[src/rtl/multiplexed_seven_segment_driver_defines.svh]
// assertion macros for the seven-segment driver
// used by modules that check their own control logic; needs clk and arst_n in scope
`ifndef MULTIPLEXED_SEVEN_SEGMENT_DRIVER_DEFINES_SVH
`define MULTIPLEXED_SEVEN_SEGMENT_DRIVER_DEFINES_SVH

// condition implies a consequence in the same cycle
`define MSD_ASSERT_SAME(label, ante, cons, msg) \
	label: assert property (@(posedge clk) disable iff (!arst_n) (ante) |-> (cons)) \
		else $error(msg);

// condition implies a consequence in the next cycle
`define MSD_ASSERT_NEXT(label, ante, cons, msg) \
	label: assert property (@(posedge clk) disable iff (!arst_n) (ante) |=> (cons)) \
		else $error(msg);

// invariant that holds in every cycle
`define MSD_ASSERT_ALWAYS(label, expr, msg) \
	label: assert property (@(posedge clk) disable iff (!arst_n) (expr)) \
		else $error(msg);

`endif

[src/rtl/msd_pkg.sv]
// shared types, codes and the segment table of the seven-segment driver
// no dependencies
package msd_pkg;

	// action codes of an input transfer
	localparam logic [1:0] ACT_SCAN       = 2'd0;
	localparam logic [1:0] ACT_SET_DIGIT  = 2'd1;
	localparam logic [1:0] ACT_SET_NUMBER = 2'd2;
	localparam logic [1:0] ACT_SET_POINT  = 2'd3;

	// register index of active_digits
	localparam logic REG_ACTIVE_DIGITS = 1'b0;
	localparam logic [3:0] ACTIVE_DIGITS_RESET = 4'd1;

	// reciprocal of ten, scaled by 2^35
	localparam logic [31:0] RECIP_TEN = 32'hCCCC_CCCD;
	localparam int RECIP_SHIFT = 35;

	// commands from controller to datapath
	typedef struct packed {
		logic scan;
		logic set_digit;
		logic set_point;
		logic conv_load;
		logic conv_mul;
		logic conv_step;
	} cmd_t;

	// status from datapath to controller
	typedef struct packed {
		logic conv_last;
	} status_t;

	// active-low segments a..g for one decimal value, invalid codes show eight
	function automatic logic [6:0] seg_decode(input logic [3:0] val);
		logic [6:0] seg;
		case (val)
			4'd0: seg = 7'h40;
			4'd1: seg = 7'h79;
			4'd2: seg = 7'h24;
			4'd3: seg = 7'h30;
			4'd4: seg = 7'h19;
			4'd5: seg = 7'h12;
			4'd6: seg = 7'h02;
			4'd7: seg = 7'h78;
			4'd8: seg = 7'h00;
			4'd9: seg = 7'h10;
			default: seg = 7'h00;
		endcase
		return seg;
	endfunction

endpackage

[src/rtl/msd_ctrl.sv]
// controller of the seven-segment driver: decodes actions and sequences number conversion
// depends on msd_pkg and multiplexed_seven_segment_driver_defines.svh
`include "multiplexed_seven_segment_driver_defines.svh"

module msd_ctrl (
	input  logic             clk,
	input  logic             arst_n,
	input  logic             start,
	input  logic [1:0]       action,
	input  msd_pkg::status_t status,
	output msd_pkg::cmd_t    cmd,
	output logic             busy
);
	import msd_pkg::*;

	localparam logic [1:0] ST_IDLE = 2'd0;
	localparam logic [1:0] ST_MUL  = 2'd1;
	localparam logic [1:0] ST_SUB  = 2'd2;

	logic [1:0] state_q;
	logic [1:0] state_d;
	logic       accept;

	assign accept = start && (state_q == ST_IDLE);
	assign busy   = (state_q != ST_IDLE);

	// next state and command decode
	always_comb begin
		state_d = state_q;
		cmd     = '0;
		case (state_q)
			ST_IDLE: begin
				if (accept) begin
					case (action)
						ACT_SCAN:      cmd.scan = 1'b1;
						ACT_SET_DIGIT: cmd.set_digit = 1'b1;
						ACT_SET_NUMBER: begin
							cmd.conv_load = 1'b1;
							state_d       = ST_MUL;
						end
						ACT_SET_POINT: cmd.set_point = 1'b1;
						default:       cmd = '0;
					endcase
				end
			end
			ST_MUL: begin
				cmd.conv_mul = 1'b1;
				state_d      = ST_SUB;
			end
			ST_SUB: begin
				cmd.conv_step = 1'b1;
				state_d       = status.conv_last ? ST_IDLE : ST_MUL;
			end
			default: state_d = ST_IDLE;
		endcase
	end

	// state register
	always_ff @(posedge clk or negedge arst_n) begin
		if (!arst_n) begin
			state_q <= ST_IDLE;
		end else begin
			state_q <= state_d;
		end
	end

	// checks
	`MSD_ASSERT_NEXT(a_conv_goes_busy, accept && (action == ACT_SET_NUMBER), busy, "conversion not started")
	`MSD_ASSERT_NEXT(a_conv_ends_idle, cmd.conv_step && status.conv_last, !busy, "conversion did not end")
	`MSD_ASSERT_SAME(a_step_after_mul, cmd.conv_step, $past(cmd.conv_mul), "step without multiply")
	`MSD_ASSERT_ALWAYS(a_one_command, $onehot0(cmd), "more than one command")

endmodule

[src/rtl/msd_datapath.sv]
// datapath of the seven-segment driver: digit store, scan pointer, divide-by-ten unit
// depends on msd_pkg
module msd_datapath #(
	parameter int MAX_DIGIT_COUNT = 8
) (
	input  logic             clk,
	input  logic             arst_n,
	input  msd_pkg::cmd_t    cmd,
	output msd_pkg::status_t status,
	input  logic [3:0]       active_digits,
	input  logic [2:0]       digit_index,
	input  logic [31:0]      data_word,
	input  logic             dp_flag,
	output logic             result_valid,
	output logic [6:0]       segments_n,
	output logic             point_n,
	output logic [7:0]       digit_enable
);
	import msd_pkg::*;

	localparam int PTR_W = (MAX_DIGIT_COUNT > 1) ? $clog2(MAX_DIGIT_COUNT) : 1;
	localparam int CNT_W = $clog2(MAX_DIGIT_COUNT + 1);

	logic [3:0]       store_val_q [MAX_DIGIT_COUNT];
	logic             store_pt_q  [MAX_DIGIT_COUNT];
	logic [PTR_W-1:0] scan_ptr_q;
	logic [PTR_W-1:0] conv_pos_q;
	logic [31:0]      conv_x_q;
	logic [28:0]      conv_q_q;
	logic [CNT_W-1:0] eff_n;
	logic [PTR_W-1:0] scan_p;
	logic [PTR_W-1:0] scan_next;
	logic [63:0]      recip_prod;
	logic [3:0]       conv_rem;
	logic             idx_ok;
	logic             val_ok;
	logic             result_valid_q;
	logic [6:0]       segments_n_q;
	logic             point_n_q;
	logic [7:0]       digit_enable_q;

	// active count clamped to 1..MAX_DIGIT_COUNT
	always_comb begin
		if (active_digits == 4'd0) begin
			eff_n = CNT_W'(1);
		end else if (int'(active_digits) > MAX_DIGIT_COUNT) begin
			eff_n = CNT_W'(MAX_DIGIT_COUNT);
		end else begin
			eff_n = CNT_W'(active_digits);
		end
	end

	// scan pointer wraps when out of range
	assign scan_p    = (int'(scan_ptr_q) >= int'(eff_n)) ? '0 : scan_ptr_q;
	assign scan_next = ((int'(scan_p) + 1) == int'(eff_n)) ? '0 : PTR_W'(scan_p + 1'b1);

	// write qualifiers for single-digit actions
	assign idx_ok = (int'(digit_index) < MAX_DIGIT_COUNT);
	assign val_ok = (data_word <= 32'd9);

	// divide by ten: reciprocal product, then low-digit remainder
	assign recip_prod = 64'(conv_x_q) * 64'(RECIP_TEN);
	assign conv_rem   = conv_x_q[3:0] - 4'(conv_q_q[3:0] * 4'd10);

	assign status.conv_last = (conv_pos_q == '0);

	// digit store
	always_ff @(posedge clk or negedge arst_n) begin
		if (!arst_n) begin
			for (int i = 0; i < MAX_DIGIT_COUNT; i++) begin
				store_val_q[i] <= 4'd0;
				store_pt_q[i]  <= 1'b0;
			end
		end else begin
			for (int i = 0; i < MAX_DIGIT_COUNT; i++) begin
				if (cmd.set_digit && idx_ok && val_ok && (int'(digit_index) == i)) begin
					store_val_q[i] <= data_word[3:0];
					store_pt_q[i]  <= dp_flag;
				end
				if (cmd.set_point && idx_ok && (int'(digit_index) == i)) begin
					store_pt_q[i] <= data_word[0];
				end
				if (cmd.conv_step && (int'(conv_pos_q) == i)) begin
					store_val_q[i] <= conv_rem;
					store_pt_q[i]  <= 1'b0;
				end
			end
		end
	end

	// scan pointer
	always_ff @(posedge clk or negedge arst_n) begin
		if (!arst_n) begin
			scan_ptr_q <= '0;
		end else if (cmd.scan) begin
			scan_ptr_q <= scan_next;
		end
	end

	// conversion working registers
	always_ff @(posedge clk) begin
		if (cmd.conv_load) begin
			conv_x_q   <= data_word;
			conv_pos_q <= PTR_W'(eff_n - 1'b1);
		end
		if (cmd.conv_mul) begin
			conv_q_q <= recip_prod[RECIP_SHIFT +: 29];
		end
		if (cmd.conv_step) begin
			conv_x_q   <= 32'(conv_q_q);
			conv_pos_q <= conv_pos_q - 1'b1;
		end
	end

	// result strobe
	always_ff @(posedge clk or negedge arst_n) begin
		if (!arst_n) begin
			result_valid_q <= 1'b0;
		end else begin
			result_valid_q <= cmd.scan;
		end
	end

	// result payload
	always_ff @(posedge clk) begin
		if (cmd.scan) begin
			segments_n_q <= seg_decode(store_val_q[scan_p]);
			point_n_q    <= !store_pt_q[scan_p];
			for (int i = 0; i < 8; i++) begin
				digit_enable_q[i] <= (int'(scan_p) == i);
			end
		end
	end

	assign result_valid = result_valid_q;
	assign segments_n   = segments_n_q;
	assign point_n      = point_n_q;
	assign digit_enable = digit_enable_q;

endmodule

[src/rtl/multiplexed_seven_segment_driver.sv]
// top level of the multiplexed seven-segment driver: config register and core wiring
// depends on msd_pkg, msd_ctrl and msd_datapath
//
// Usage:
// - Command channel: an item (action, digit_index, data_word, dp_flag) is taken at a
//   rising edge with start high and busy low.
// - Scan tick, set digit and set point leave busy low, so one may follow every
//   cycle. A scan tick puts its result on segments_n, point_n and digit_enable in
//   the cycle after the transfer, marked by result_valid for one cycle.
// - Set number runs one divide-by-ten step per active digit through a shared
//   reciprocal multiplier; each step is a multiply state then a remainder state, so
//   busy stays high until the steps for the clamped digit count (active_digits
//   limited to 1..MAX_DIGIT_COUNT) are done.
// - Other actions give no result.
// - The receiver cannot stall; a result is shown for exactly one cycle.
// - active_digits lives at byte address 0 of the APB port; the user must write it
//   only while the block is idle, as the block itself does not enforce this.
// - Reset clears the digit store, the scan pointer and the controller, and sets
//   active_digits to one.
module multiplexed_seven_segment_driver #(
	parameter int MAX_DIGIT_COUNT = 8
) (
	input  logic        clk,
	input  logic        arst_n,
	// command channel
	input  logic        start,
	output logic        busy,
	input  logic [1:0]  action,
	input  logic [2:0]  digit_index,
	input  logic [31:0] data_word,
	input  logic        dp_flag,
	// result channel
	output logic        result_valid,
	output logic [6:0]  segments_n,
	output logic        point_n,
	output logic [7:0]  digit_enable,
	// configuration port
	input  logic        psel,
	input  logic        penable,
	input  logic        pwrite,
	input  logic [2:0]  paddr,
	input  logic [31:0] pwdata,
	output logic [31:0] prdata,
	output logic        pready
);
	import msd_pkg::*;

	logic [3:0] active_digits_q;
	logic       cfg_write;
	cmd_t       cmd;
	status_t    status;

	assign pready    = 1'b1;
	assign cfg_write = psel && penable && pwrite && pready;

	// configuration register
	always_ff @(posedge clk or negedge arst_n) begin
		if (!arst_n) begin
			active_digits_q <= ACTIVE_DIGITS_RESET;
		end else if (cfg_write && (paddr[2] == REG_ACTIVE_DIGITS)) begin
			active_digits_q <= pwdata[3:0];
		end
	end

	// register readback
	assign prdata = (paddr[2] == REG_ACTIVE_DIGITS) ? 32'(active_digits_q) : 32'd0;

	msd_ctrl u_ctrl (
		.clk    (clk),
		.arst_n (arst_n),
		.start  (start),
		.action (action),
		.status (status),
		.cmd    (cmd),
		.busy   (busy)
	);

	msd_datapath #(
		.MAX_DIGIT_COUNT (MAX_DIGIT_COUNT)
	) u_datapath (
		.clk           (clk),
		.arst_n        (arst_n),
		.cmd           (cmd),
		.status        (status),
		.active_digits (active_digits_q),
		.digit_index   (digit_index),
		.data_word     (data_word),
		.dp_flag       (dp_flag),
		.result_valid  (result_valid),
		.segments_n    (segments_n),
		.point_n       (point_n),
		.digit_enable  (digit_enable)
	);

endmodule
[config.mk]
export PLATFORM = sky130hd
export DESIGN_NAME = multiplexed_seven_segment_driver
export DESIGN_NICKNAME = d
export VERILOG_FILES = /design/src/rtl/msd_pkg.sv /design/src/rtl/msd_ctrl.sv /design/src/rtl/msd_datapath.sv /design/src/rtl/multiplexed_seven_segment_driver.sv
export VERILOG_INCLUDE_DIRS = /design/src /design/src/rtl
export SDC_FILE = /design/constraint.sdc
export NUM_CORES = 1
export LEC_CHECK = 0
export ABC_AREA = 0
export BUFFER_PORTS_ARGS = -buffer_cell sky130_fd_sc_hd__buf_2
export CAP_MARGIN = 20
export CORE_ASPECT_RATIO = 1.5
export CORE_MARGIN = 1.5
export CORE_UTILIZATION = 50
export CTS_CLUSTER_DIAMETER = 50
export DETAILED_ROUTE_END_ITERATION = 12
export GPL_TIMING_DRIVEN = 0
export PLACE_DENSITY_LB_ADDON = 0.05
export SETUP_SLACK_MARGIN = 0.3
export SYNTH_ARGS = -nofsm -noshare
export SYNTH_HDL_FRONTEND = slang
export SYNTH_HIERARCHICAL = 1
export SYNTH_SLANG_ARGS = --single-unit
[constraint.sdc]
create_clock -name clk -period 6.3 [get_ports clk]
set_input_delay 0.945 -clock clk [delete_from_list [all_inputs] [get_ports clk]]
set_output_delay 0.945 -clock clk [all_outputs]
set_load 0.02 [all_outputs]
==> flow_metrics.py <==
metrics = {
    "flow_run": {
        "cap_violations": 0,
    },
    "clocking": {
        "clock_latency_ns": 0.42,
        "clockRootBuffer": "clkbuf_16",
        "cts_buffer_depth": 2,
        "cts_buffers": 17,
        "htreeDepth": 4,
        "cts_tree": "done",
        "clk_pin_slew_worst_paths_ns": 0.06,
        "hold_buffers": 0,
        "clock-sinks": 130,
    },
    "detailed_routing": {
        "vias_per_cell": 5.43,
        "num_vias": 16900,
        "totalWireLength_um": 71900,
        "route.detailed.drc": 0,
        "wl_per_cell_um": 23.1,
        "firstDrtPassIters": 5,
        "drt_iter0_markers": 651,
        "antenna_left": 0,
    },
    "global_route": {
        "grt_usage_pct": 31.6,
        "grt_pass1_vias": 18600,
        "gr-total-overflow": 0,
        "grt_max_degree": 33,
        "grt_first_pass_wirelength_um": 109000,
        "antenna_found_initial": 0,
    },
    "timing": {
        "tightest_slew_ns": 1.02,
        "slew-limit-headroom_pct": 31.8,
        "fin_skew_ns": 0.00739,
        "slew_viol_final": 0,
        "worst_slack_ns": -1.05,
        "fmax_mhz": 136,
        "min_period_over_period_pct": 117,
        "setup_viol": 29,
        "rsz0062_at_grt": "true",
        "finalHoldViolCount": 0,
        "fin_crit_ns": 7.35,
    },
    "die": {
        "rows": 96,
        "dieArea_um2": 48000,
        "coreArea_um2": 45900,
        "start_util_pct": 50.8,
        "ios": 130,
        "die_w_um": 179,
        "die_y_um": 267,
    },
    "synth": {
        "ys_async_sr_fraction_pct": 38.5,
        "syn_inst": 2257,
        "syn_area_um2": 23300,
        "synth_ff_type": "edfxtp_1",
        "synth-edff-count": 77,
        "ys_types": 86,
        "synth-seq-cells": 130,
        "synth_warnings": 6,
        "avgSynthCellArea_um2": 10.3,
        "seq_area_frac_synth_pct": 15.5,
    },
    "setup_path": {
        "crit_required_ns": 6.46,
        "critPathLaunchType": "flop",
        "crit_type": "reg -> reg",
        "cp.arrival_ns": 7.51,
        "critical_path.endpoint_type": "flop",
        "crit_fanout": 3,
    },
    "placed_design": {
        "gp_congestion": 1.00,
        "post-place-cells": 2937,
        "dp_hpwl_um": 61700,
        "io_buffers": 63,
        "dpl_cell_area_um2": 24900,
    },
    "layout": {
        "final_nets": 3333,
        "final_common_cell": "inv_1",
        "num-fill-cells": 3983,
        "multiInputGateArea_um2": 18600,
        "final_cell_mix": "531 x inv_1, 374 x fa_1, 306 x ha_1",
        "antenna_cells": 0,
        "stdcell_count": 3105,
        "drive_gt1_share_pct": 20.6,
        "final_design_area_no_fill_um2": 27700,
        "seq_area_um2": 3630,
        "area_growth_syn_to_layout_pct": 18.9,
        "final_util_pct": 60.4,
    },
    "hold_path": {
        "hold_path_class": "reg -> reg",
    },
    "run_status": {
        "outcome": "finished, violations left",
        "violations": "negative setup slack",
    },
}
-- critical path, stage by stage, from the launching register on --
cell,delay (ns)
edfxtp_1,0.48
buf_6,0.18
ha_4,0.24
clkbuf_16,0.16
xor2_4,0.18
ha_4,0.17
a21o_1,0.16
fa_1,0.51
inv_1,0.05
fa_1,0.48
inv_1,0.05
fa_1,0.50
fa_1,0.43
fa_1,0.51
fa_2,0.46
ha_4,0.31
nand4_1,0.13
or3_4,0.39
or3_4,0.39
a41oi_4,0.26
buf_12,0.15
o2111ai_4,0.15
a2111oi_4,0.38
buf_4,0.18
nor3_2,0.04
xnor2_1,0.14
-- routing by layer --
| metal | track usage (%) | up-vias | share of wire, % |
|---|---|---|---|
| li1 | - | 7713 | - |
| met1 | 32.3 | 8523 | 34 |
| met2 | 59.0 | 419 | 54 |
| met3 | 2.87 | 209 | 2.4 |
| met4 | 22.7 | 0 | 8.9 |
| met5 | 0 | - | 0 |
-- registers in the layout, indices dropped and copies added (netlist names) --
signal / count
u_datapath/result_valid: 1
u_datapath/digit_enable: 8
u_datapath/conv_q_q: 29
u_datapath/store_pt_q: 8
active_digits_q: 4
u_datapath/scan_ptr_q: 3
u_datapath/segments_n: 7
u_ctrl/state_q: 2
u_datapath/conv_pos_q: 3
u_datapath/store_val_q: 32
u_datapath/conv_x_q: 32
u_datapath/point_n: 1
-- worst paths after layout --
| kind | start | endpoint | slack [ns] | cells past startpoint |
|---|---|---|---|---|
| max in group asynchronous | arst_n | u_datapath/scan_ptr_q[1]$_DFFE_PN0P_ | 5.24 | 2 |
| max reg2reg | u_datapath/conv_x_q[9]$_DFFE_PP_ | u_datapath/conv_q_q[14]$_DFFE_PP_ | -1.05 | 25 |
| min reg2reg | u_datapath/store_val_q[11]$_DFFE_PN0P_ | u_datapath/store_val_q[11]$_DFFE_PN0P_ | 0.48 | 2 |
| min | u_datapath/store_val_q[11]$_DFFE_PN0P_ | u_datapath/store_val_q[11]$_DFFE_PN0P_ | 0.48 | 2 |
| max | u_datapath/conv_x_q[9]$_DFFE_PP_ | u_datapath/conv_q_q[14]$_DFFE_PP_ | -1.05 | 25 |
| min in group asynchronous | arst_n | u_datapath/store_val_q[31]$_DFFE_PN0P_ | 0.50 | 1 |
-- per-stage QoR --
step,setup TNS (ns),hold slack (ns),setup slack (ns)
after floorplan,-5.46,0.444,-0.512
after global placement,-43.18,0.460,-2.00
after detailed placement,-44.11,0.469,-2.02
after CTS,-23.37,0.482,-1.28
after global routing,-26.06,0.504,-1.22
final,-22.07,0.477,-1.05
-- cell type report --
cell class | instances | share of cell area (%)
flip-flops and latches | 130 | 13.1
inverters | 552 | 7.58
clock inverters | 14 | 0.506
well taps | 588 | 2.65
clock buffers | 18 | 1.55
multi-input cells | 1534 | 67.2
repair buffers | 201 | 5.71
plain buffers | 68 | 1.68
-- cells by family after synthesis --
logic type,share of synthesized area [%]
xor gates and xnor gates,2.89
DFF,15.5
muxes,3.30
and+or+nand+nor,6.56
buffers and inverters,10.5
adders and majority gates,52.7
other,0.0322
AOI/OAI and AO/OA,8.44
-- timing repair --
| item | CTS | global route |
|---|---|---|
| pin swaps | 78 | 54 |
| endpoints found under the setup margin | 29 | 29 |
| gates resized for setup | 167 | 55 |
| gates cloned | 0 | 0 |
| buffers inserted | 109 | 27 |
| endpoints found under the hold margin | 0 | 0 |
-- cell usage after synthesis, types with 8 or more instances --
cell,n,share of area [%]
nand3_1,16,0.34
nand4_1,15,0.40
nor3_1,21,0.45
a21o_1,47,1.5
mux2i_1,24,1.0
or3_1,8,0.21
and2_1,15,0.40
clkbuf_1,31,0.50
buf_4,31,1.0
nor2_1,75,1.2
o21a_1,8,0.26
nand2_1,85,1.4
o21ai_0,68,1.5
a21oi_1,109,2.3
xor2_1,38,1.4
dfrtp_1,49,5.3
ha_1,363,19
xnor2_1,39,1.5
mux2_2,43,2.1
inv_1,549,8.8
edfxtp_1,77,9.9
fa_1,387,33
nor2b_1,16,0.43
Power is not shown: default switching activity piles up to over one toggle a cycle in this logic, so the estimate is an artifact.
